File: config.mk
export PLATFORM = sky130hd
export DESIGN_NAME = midi_byte_to_usb_midi_event_unit
export DESIGN_NICKNAME = d
export VERILOG_FILES = /design/src/sv/mbue_pkg.sv /design/src/sv/midi_byte_to_usb_midi_event_unit.sv /design/src/sv/mbue_parser.sv /design/src/sv/mbue_out_reg.sv
export SDC_FILE = /design/constraint.sdc
export NUM_CORES = 1
export LEC_CHECK = 0
export ABC_AREA = 1
export BUFFER_PORTS_ARGS = -buffer_cell sky130_fd_sc_hd__buf_2
export CORE_ASPECT_RATIO = 1.75
export CORE_MARGIN = 2
export CORE_UTILIZATION = 45
export DETAILED_ROUTE_END_ITERATION = 8
export GPL_TIMING_DRIVEN = 1
export MAX_ROUTING_LAYER = met4
export RECOVER_POWER = 50
export SKIP_CTS_REPAIR_TIMING = 1
export SLEW_MARGIN = 10
export SYNTH_ARGS = -nofsm -noshare
export SYNTH_HDL_FRONTEND = slang
export SYNTH_SLANG_ARGS = --single-unit
File: constraint.sdc
create_clock -name clk -period 2.85 [get_ports clk]
set_input_delay 0.1425 -clock clk [delete_from_list [all_inputs] [get_ports clk]]
set_output_delay 0.1425 -clock clk [all_outputs]
set_load 0.05 [all_outputs]
File: src/sv/mbue_pkg.sv
// Shared types and MIDI / USB-MIDI code constants for the MIDI-to-USB-MIDI event unit.
package mbue_pkg;

  // Status bytes
  localparam logic [7:0] CH_NOTE_OFF = 8'h80;
  localparam logic [7:0] CH_NOTE_ON  = 8'h90;
  localparam logic [7:0] CH_POLY_AT  = 8'hA0;
  localparam logic [7:0] CH_CTRL     = 8'hB0;
  localparam logic [7:0] CH_PROG     = 8'hC0;
  localparam logic [7:0] CH_CHAN_AT  = 8'hD0;
  localparam logic [7:0] CH_BEND     = 8'hE0;
  localparam logic [7:0] ST_SYSEX    = 8'hF0;
  localparam logic [7:0] ST_MTC      = 8'hF1;
  localparam logic [7:0] ST_SPP      = 8'hF2;
  localparam logic [7:0] ST_SONG_SEL = 8'hF3;
  localparam logic [7:0] ST_TUNE     = 8'hF6;
  localparam logic [7:0] ST_EOX      = 8'hF7;
  localparam logic [7:0] RT_CLOCK    = 8'hF8;
  localparam logic [7:0] RT_START    = 8'hFA;
  localparam logic [7:0] RT_CONT     = 8'hFB;
  localparam logic [7:0] RT_STOP     = 8'hFC;
  localparam logic [7:0] RT_SENSE    = 8'hFE;
  localparam logic [7:0] RT_RESET    = 8'hFF;

  // Code index numbers
  localparam logic [3:0] CIN_SYS_2BYTE  = 4'h2;
  localparam logic [3:0] CIN_SYS_3BYTE  = 4'h3;
  localparam logic [3:0] CIN_SYSEX_CONT = 4'h4;
  localparam logic [3:0] CIN_SINGLE     = 4'h5;
  localparam logic [3:0] CIN_SYSEX_END2 = 4'h6;
  localparam logic [3:0] CIN_SYSEX_END3 = 4'h7;

  // Sysex phase codes
  localparam logic [2:0] SX_HELD0  = 3'd0;
  localparam logic [2:0] SX_HELD1  = 3'd1;
  localparam logic [2:0] SX_HELD2  = 3'd2;
  localparam logic [2:0] SX_START  = 3'd4;
  localparam logic [2:0] SX_START1 = 3'd5;

  localparam int OUT_TDATA_W = 32;

  typedef struct packed {
    logic [3:0] code_index;
    logic [7:0] event_byte0;
    logic [7:0] event_byte1;
    logic [7:0] event_byte2;
  } event_t;

endpackage

File: src/sv/midi_byte_to_usb_midi_event_unit.sv
// Top level: serial MIDI byte stream in, USB-MIDI cable 0 event packets out.
// Path from input request to result valid: input register, then result register.
// Throughput: one byte per cycle; bytes that make no event never wait on the output.
// A held result stalls only bytes that would produce a new event.
// Reset: rst_n synchronous active low; clears both valid flags and all parser
// state (no running status, no sysex pending).
module midi_byte_to_usb_midi_event_unit (
  input  logic                              clk,
  input  logic                              rst_n,
  input  logic                              in_tvalid,
  output logic                              in_tready,
  input  logic [7:0]                        in_tdata,   // [7:0] midi_byte
  output logic                              out_tvalid,
  input  logic                              out_tready,
  output logic [mbue_pkg::OUT_TDATA_W-1:0]  out_tdata   // [3:0] code_index,
                                                        // [11:4] event_byte0,
                                                        // [19:12] event_byte1,
                                                        // [27:20] event_byte2,
                                                        // [31:28] zero
);

  // Input register stage
  logic       s1_valid_r, s1_valid_nxt;
  logic [7:0] s1_byte_r;

  logic             has_event;
  mbue_pkg::event_t ev;
  logic             out_free;
  logic             adv;     // byte in stage 1 retires this cycle
  logic             in_acc;

  // A byte retires when its event (if any) has room in the result register.
  assign adv       = s1_valid_r && (out_free || !has_event);
  assign in_tready = !s1_valid_r || adv;
  assign in_acc    = in_tvalid && in_tready;

  always_comb begin
    s1_valid_nxt = s1_valid_r;
    if (in_acc) begin
      s1_valid_nxt = 1'b1;
    end else if (adv) begin
      s1_valid_nxt = 1'b0;
    end
  end

  always_ff @(posedge clk) begin
    if (!rst_n) begin
      s1_valid_r <= 1'b0;
    end else begin
      s1_valid_r <= s1_valid_nxt;
    end
  end

  always_ff @(posedge clk) begin
    if (in_acc) begin
      s1_byte_r <= in_tdata;
    end
  end

  // Decode and parser state; state commits only when the byte retires
  mbue_parser u_parser (
    .clk         (clk),
    .rst_n       (rst_n),
    .step_i      (adv),
    .midi_byte_i (s1_byte_r),
    .has_event_o (has_event),
    .event_o     (ev)
  );

  mbue_out_reg u_out_reg (
    .clk        (clk),
    .rst_n      (rst_n),
    .load_i     (adv && has_event),
    .event_i    (ev),
    .free_o     (out_free),
    .out_tvalid (out_tvalid),
    .out_tready (out_tready),
    .out_tdata  (out_tdata)
  );

endmodule

File: src/sv/mbue_parser.sv
// MIDI byte parser: running status, sysex packing and event decode.
module mbue_parser (
  input  logic                clk,
  input  logic                rst_n,
  input  logic                step_i,     // commit state for current byte
  input  logic [7:0]          midi_byte_i,
  output logic                has_event_o,
  output mbue_pkg::event_t    event_o
);

  logic       await_r,  await_nxt;
  logic [7:0] run_r,    run_nxt;
  logic [7:0] raw_r,    raw_nxt;
  logic [7:0] first_r,  first_nxt;
  logic [2:0] phase_r,  phase_nxt;
  logic [7:0] hold0_r,  hold0_nxt;
  logic [7:0] hold1_r,  hold1_nxt;
  logic [7:0] hold2_r,  hold2_nxt;
  logic [2:0] ph;

  // unreachable codes fold to phase 0
  always_comb begin
    case (phase_r)
      mbue_pkg::SX_HELD1, mbue_pkg::SX_HELD2,
      mbue_pkg::SX_START, mbue_pkg::SX_START1: ph = phase_r;
      default: ph = mbue_pkg::SX_HELD0;
    endcase
  end

  always_comb begin
    await_nxt   = await_r;
    run_nxt     = run_r;
    raw_nxt     = raw_r;
    first_nxt   = first_r;
    phase_nxt   = phase_r;
    hold0_nxt   = hold0_r;
    hold1_nxt   = hold1_r;
    hold2_nxt   = hold2_r;
    has_event_o = 1'b0;
    event_o     = '0;

    if (midi_byte_i[7]) begin
      await_nxt = 1'b0;
      if (midi_byte_i[7:3] == 5'h1F) begin
        // realtime: defined codes emitted alone; clears the second-data wait, other state untouched
        if (midi_byte_i inside {mbue_pkg::RT_CLOCK, mbue_pkg::RT_START, mbue_pkg::RT_CONT,
                                mbue_pkg::RT_STOP, mbue_pkg::RT_SENSE, mbue_pkg::RT_RESET}) begin
          has_event_o = 1'b1;
          event_o     = '{mbue_pkg::CIN_SINGLE, midi_byte_i, 8'h00, 8'h00};
        end
      end else begin
        raw_nxt = midi_byte_i;
        run_nxt = (midi_byte_i[7:4] != 4'hF) ? {midi_byte_i[7:4], 4'h0} : midi_byte_i;
        case (midi_byte_i)
          mbue_pkg::ST_TUNE: begin
            has_event_o = 1'b1;
            event_o     = '{mbue_pkg::CIN_SINGLE, midi_byte_i, 8'h00, 8'h00};
          end
          mbue_pkg::ST_SYSEX: begin
            phase_nxt = mbue_pkg::SX_START;
          end
          mbue_pkg::ST_EOX: begin
            phase_nxt   = mbue_pkg::SX_HELD0;
            has_event_o = 1'b1;
            case (ph)
              mbue_pkg::SX_START: begin
                raw_nxt   = mbue_pkg::ST_SYSEX;
                first_nxt = mbue_pkg::ST_EOX;
                event_o   = '{mbue_pkg::CIN_SYSEX_END2, mbue_pkg::ST_SYSEX,
                              mbue_pkg::ST_EOX, 8'h00};
              end
              mbue_pkg::SX_START1: begin
                raw_nxt   = mbue_pkg::ST_SYSEX;
                first_nxt = hold0_r;
                event_o   = '{mbue_pkg::CIN_SYSEX_END3, mbue_pkg::ST_SYSEX,
                              hold0_r, mbue_pkg::ST_EOX};
              end
              mbue_pkg::SX_HELD1: begin
                hold1_nxt = mbue_pkg::ST_EOX;
                event_o   = '{mbue_pkg::CIN_SYSEX_END2, hold0_r, mbue_pkg::ST_EOX, 8'h00};
              end
              mbue_pkg::SX_HELD2: begin
                hold2_nxt = mbue_pkg::ST_EOX;
                event_o   = '{mbue_pkg::CIN_SYSEX_END3, hold0_r, hold1_r,
                              mbue_pkg::ST_EOX};
              end
              default: begin
                event_o = '{mbue_pkg::CIN_SINGLE, mbue_pkg::ST_EOX, 8'h00, 8'h00};
              end
            endcase
          end
          default: ;
        endcase
      end
    end else if (await_r) begin
      // second data byte of a three-byte message
      await_nxt = 1'b0;
      event_o   = '{run_r[7:4], raw_r, first_r, midi_byte_i};
      case (run_r)
        mbue_pkg::CH_NOTE_OFF, mbue_pkg::CH_NOTE_ON, mbue_pkg::CH_POLY_AT,
        mbue_pkg::CH_CTRL, mbue_pkg::CH_BEND: has_event_o = 1'b1;
        mbue_pkg::ST_SPP: begin
          has_event_o        = 1'b1;
          event_o.code_index = mbue_pkg::CIN_SYS_3BYTE;
        end
        default: ;
      endcase
    end else begin
      first_nxt = midi_byte_i;
      case (run_r)
        mbue_pkg::CH_PROG, mbue_pkg::CH_CHAN_AT: begin
          has_event_o = 1'b1;
          event_o     = '{run_r[7:4], raw_r, midi_byte_i, 8'h00};
        end
        mbue_pkg::ST_MTC, mbue_pkg::ST_SONG_SEL: begin
          has_event_o = 1'b1;
          event_o     = '{mbue_pkg::CIN_SYS_2BYTE, raw_r, midi_byte_i, 8'h00};
        end
        mbue_pkg::ST_SYSEX: begin
          case (ph)
            mbue_pkg::SX_START: begin
              hold0_nxt = midi_byte_i;
              phase_nxt = mbue_pkg::SX_START1;
            end
            mbue_pkg::SX_START1: begin
              first_nxt   = hold0_r;
              phase_nxt   = mbue_pkg::SX_HELD0;
              has_event_o = 1'b1;
              event_o     = '{mbue_pkg::CIN_SYSEX_CONT, raw_r, hold0_r, midi_byte_i};
            end
            mbue_pkg::SX_HELD1: begin
              hold1_nxt = midi_byte_i;
              phase_nxt = mbue_pkg::SX_HELD2;
            end
            mbue_pkg::SX_HELD2: begin
              hold2_nxt   = midi_byte_i;
              phase_nxt   = mbue_pkg::SX_HELD0;
              has_event_o = 1'b1;
              event_o     = '{mbue_pkg::CIN_SYSEX_CONT, hold0_r, hold1_r, midi_byte_i};
            end
            default: begin
              hold0_nxt = midi_byte_i;
              phase_nxt = mbue_pkg::SX_HELD1;
            end
          endcase
        end
        mbue_pkg::CH_NOTE_OFF, mbue_pkg::CH_NOTE_ON, mbue_pkg::CH_POLY_AT,
        mbue_pkg::CH_CTRL, mbue_pkg::CH_BEND, mbue_pkg::ST_SPP: begin
          await_nxt = 1'b1;
        end
        default: ;
      endcase
    end
  end

  always_ff @(posedge clk) begin
    if (!rst_n) begin
      await_r <= 1'b0;
      run_r   <= '0;
      raw_r   <= '0;
      first_r <= '0;
      phase_r <= mbue_pkg::SX_HELD0;
      hold0_r <= '0;
      hold1_r <= '0;
      hold2_r <= '0;
    end else if (step_i) begin
      await_r <= await_nxt;
      run_r   <= run_nxt;
      raw_r   <= raw_nxt;
      first_r <= first_nxt;
      phase_r <= phase_nxt;
      hold0_r <= hold0_nxt;
      hold1_r <= hold1_nxt;
      hold2_r <= hold2_nxt;
    end
  end

endmodule

File: src/sv/mbue_out_reg.sv
// Result register holding one event until the downstream side takes it.
module mbue_out_reg (
  input  logic                                clk,
  input  logic                                rst_n,
  input  logic                                load_i,
  input  mbue_pkg::event_t                    event_i,
  output logic                                free_o,   // can load this cycle
  output logic                                out_tvalid,
  input  logic                                out_tready,
  output logic [mbue_pkg::OUT_TDATA_W-1:0]    out_tdata
);

  logic             valid_r, valid_nxt;
  mbue_pkg::event_t ev_r;

  assign free_o = !valid_r || out_tready;

  always_comb begin
    valid_nxt = valid_r;
    if (load_i) begin
      valid_nxt = 1'b1;
    end else if (out_tready) begin
      valid_nxt = 1'b0;
    end
  end

  always_ff @(posedge clk) begin
    if (!rst_n) begin
      valid_r <= 1'b0;
    end else begin
      valid_r <= valid_nxt;
    end
  end

  always_ff @(posedge clk) begin
    if (load_i) begin
      ev_r <= event_i;
    end
  end

  assign out_tvalid = valid_r;
  assign out_tdata  = {4'h0, ev_r.event_byte2, ev_r.event_byte1,
                       ev_r.event_byte0, ev_r.code_index};

endmodule
==> out/metrics.cfg <==
[sta]
hold_viol=0
setup_viol=0
holdWs_ns=0.0518
rsz0062_at_grt=false
tightest_slew_ns=0.635
fmax_ghz=0.404
setup_tns_ns=0
finClkSkew_ns=0.00653
min_period_over_period_pct=86.8
slew_headroom_pct=57.5
period_minus_slack_ns=2.47
drv_slew=0

[floorplan]
die_w_um=77.5
die_area_um2=10300
placeableCoreArea_um2=9350
initial_core_util_pct=45.6
io_pins=46
die_h_um=133
row_count=47

[status]
status=completed

[power_and_ir_drop]
pwr-share-seq_pct=45.6
pwr-share-comb_pct=10.3
peakVddDrop_mv=0.302
p_int_w=0.00207
leakagePower_nw=2.24
clock_power_share_pct=44.0
power.total_w=0.00277
switchingPower_w=0.000701
sw_frac_of_total_pct=25.3
power_density_nw_per_um2=563

[worst_hold_path]
hold_path_end=s1_valid_r
hp-start=in_tvalid
hold_depth=3
hold_class=in2reg

[route]
ant_nets=0
wl_per_cell_um=18.4
drc=0
first_pass_iters=6
post_drt_via_cell_ratio=5.32
drtIter0Drc=345
num_vias=4007
wl_um=13900

[grt]
grt_pass1_wl_um=21000
grt_busiest_layer=met2
antenna_found_initial=0
grt_pass1_vias=3831
grt-ovfl-total=0
gr-usage-met3_pct=4.43
met1_usage_pct=29.2
grtUsageMet2_pct=49.5
grt_max_degree=36
grtUsageTotal_pct=28.5

[clock_tree]
clk_path_buf_depth=2
clk_latency_ns=0.34
cts_tree=done
cts_root_buf=clkbuf_16
cts_sinks=80
cts_made_buffers=9
clk_pin_slew_ns=0.06
htree_levels=3

[synthesis]
ys_types=32
synth_cells=575
syn_area_um2=4260
ys_ff_latch=80
ys_seq_area_share_pct=46.1
yosys_warnings=0
syn_avg_cell_area_um2=7.41

[layout]
syn_to_final_growth_pct=15.6
nets=638
diodes=0
fillerInstances=965
stdcell_count=753
drive_above_1_share_pct=9.03

[worst_setup_path]
reg2reg_depth=10
start_kind=flip-flop
end_kind=flip-flop
required_ns=3.08
worstSetupPathType=reg2reg
reg2reg_from=s1_byte_r[3]
crit_arrival_ns=2.70
rr_endpoint=u_parser.first_r[6]
cp_max_fo=15
regToRegSetupSlack_ns=0.38

[placement]
hpwl_um=10500
dpl.cell_count=729
gp_congestion=1.12
portBuffers=41

[run]
drv_cap=0

-- Yosys cell counts, drive strengths merged --
cell type / instances / area [um2]
inv: 90 / 340
conb: 1 / 3.75
buf: 18 / 115
nand2: 159 / 609
edfxtp: 36 / 1080
nand4: 20 / 125
clkbuf: 5 / 18.8
dfxtp: 44 / 881
a31oi: 6 / 37.5
clkinv: 2 / 7.51
o22ai: 13 / 81.3
nor3: 1 / 10.0
o211ai: 4 / 30.0
a21oi: 15 / 75.1
nand3: 34 / 238
o31ai: 9 / 67.6
and3: 1 / 6.26
o2111ai: 7 / 61.3
o21ai: 14 / 70.1
and2: 1 / 6.26
nor2: 95 / 394
-- layer usage --
metal  vias up  wire length, um
met2       179             7250
met5         -                0
met4         0              913
met3        53              718
li1       1945                -
met1      1830             4980
-- worst max-delay path by stage --
stage | start | endpoint | slack (ns)
after detailed placement | s1_byte_r[3] | u_parser.first_r[6] | 0.52
after global routing | u_parser.phase_r[2] | u_out_reg.out_tdata[9] | 0.20
final | s1_byte_r[3] | u_parser.first_r[6] | 0.38
after floorplan | s1_byte_r[1] | u_out_reg.out_tdata[0] | 0.44
after global placement | s1_byte_r[7] | u_out_reg.out_tdata[18] | 0.58
after CTS | s1_byte_r[3] | u_parser.first_r[6] | 0.51
-- power groups by stage --
stage | Sequential, W | Combinational (W) | Clock, W
global route | 0.00127 | 0.000312 | 0.00128
floorplan | 0.00131 | 0.000172 | 0
global placement | 0.00129 | 0.000279 | 0
CTS | 0.00126 | 0.000279 | 0.00124
detailed placement | 0.00129 | 0.000278 | 0
finish | 0.00126 | 0.000286 | 0.00122
-- layout make-up --
class	count	area [um2]	share of cell area, %
inverter	92	348	7.06
multi-input combinational	383	1820	37.0
sequential	80	1960	39.8
clock inverter	6	83.8	1.70
timing repair buffer	60	327	6.63
tap	122	153	3.10
clock buffer	10	229	4.65
-- registers in the layout, summed over array words and instances (netlist names) --
| signal | cells |
|---|---|
| u_parser.run_r | 7 |
| s1_byte_r | 8 |
| u_parser.hold1_r | 8 |
| u_out_reg.out_tdata | 28 |
| u_parser.first_r | 8 |
| u_parser.hold0_r | 7 |
| s1_valid_r | 1 |
| u_out_reg.out_tvalid | 1 |
| u_parser.raw_r | 8 |
| u_parser.await_r | 1 |
| u_parser.phase_r | 3 |
-- critical path, stage by stage (launching register included) --
cell      delay [ns]
edfxtp_1        0.58
inv_1           0.18
nand2_1         0.10
nor2_1          0.15
nand3_2         0.13
inv_1           0.22
nand3_1         0.17
nand2_1         0.13
nand3_2         0.32
a21oi_1         0.30
nor2_1          0.06
-- cell usage in the layout, fill, tap and decap left out, drive strengths merged, types with 4 or more instances in the layout --
cell	count
nand4	20
clkinv	4
nor2	95
a21oi	15
o22ai	13
a31oi	6
dlygate4sd3	8
o21ai	14
nand3	34
o31ai	9
o2111ai	7
clkbuf	41
edfxtp	36
conb	4
o211ai	4
dfxtp	44
nand2	159
inv	90
buf	21
-- logic make-up after synthesis --
group,synth area share [%]
simple gates,32.6
other cells,0.0880
flops,46.1
buf+inv,11.3
compound gates,9.93
-- metrics by stage --
stage	worst slack [ns]	area (um2)	util (%)
floorplan	0.438	4270	-
global placement	0.579	4580	48.9
detailed placement	0.524	4580	48.9
CTS	0.508	4890	52.3
global route	0.197	4920	52.7
finish	0.377	4920	52.7
(Power assumes the default switching activity.)
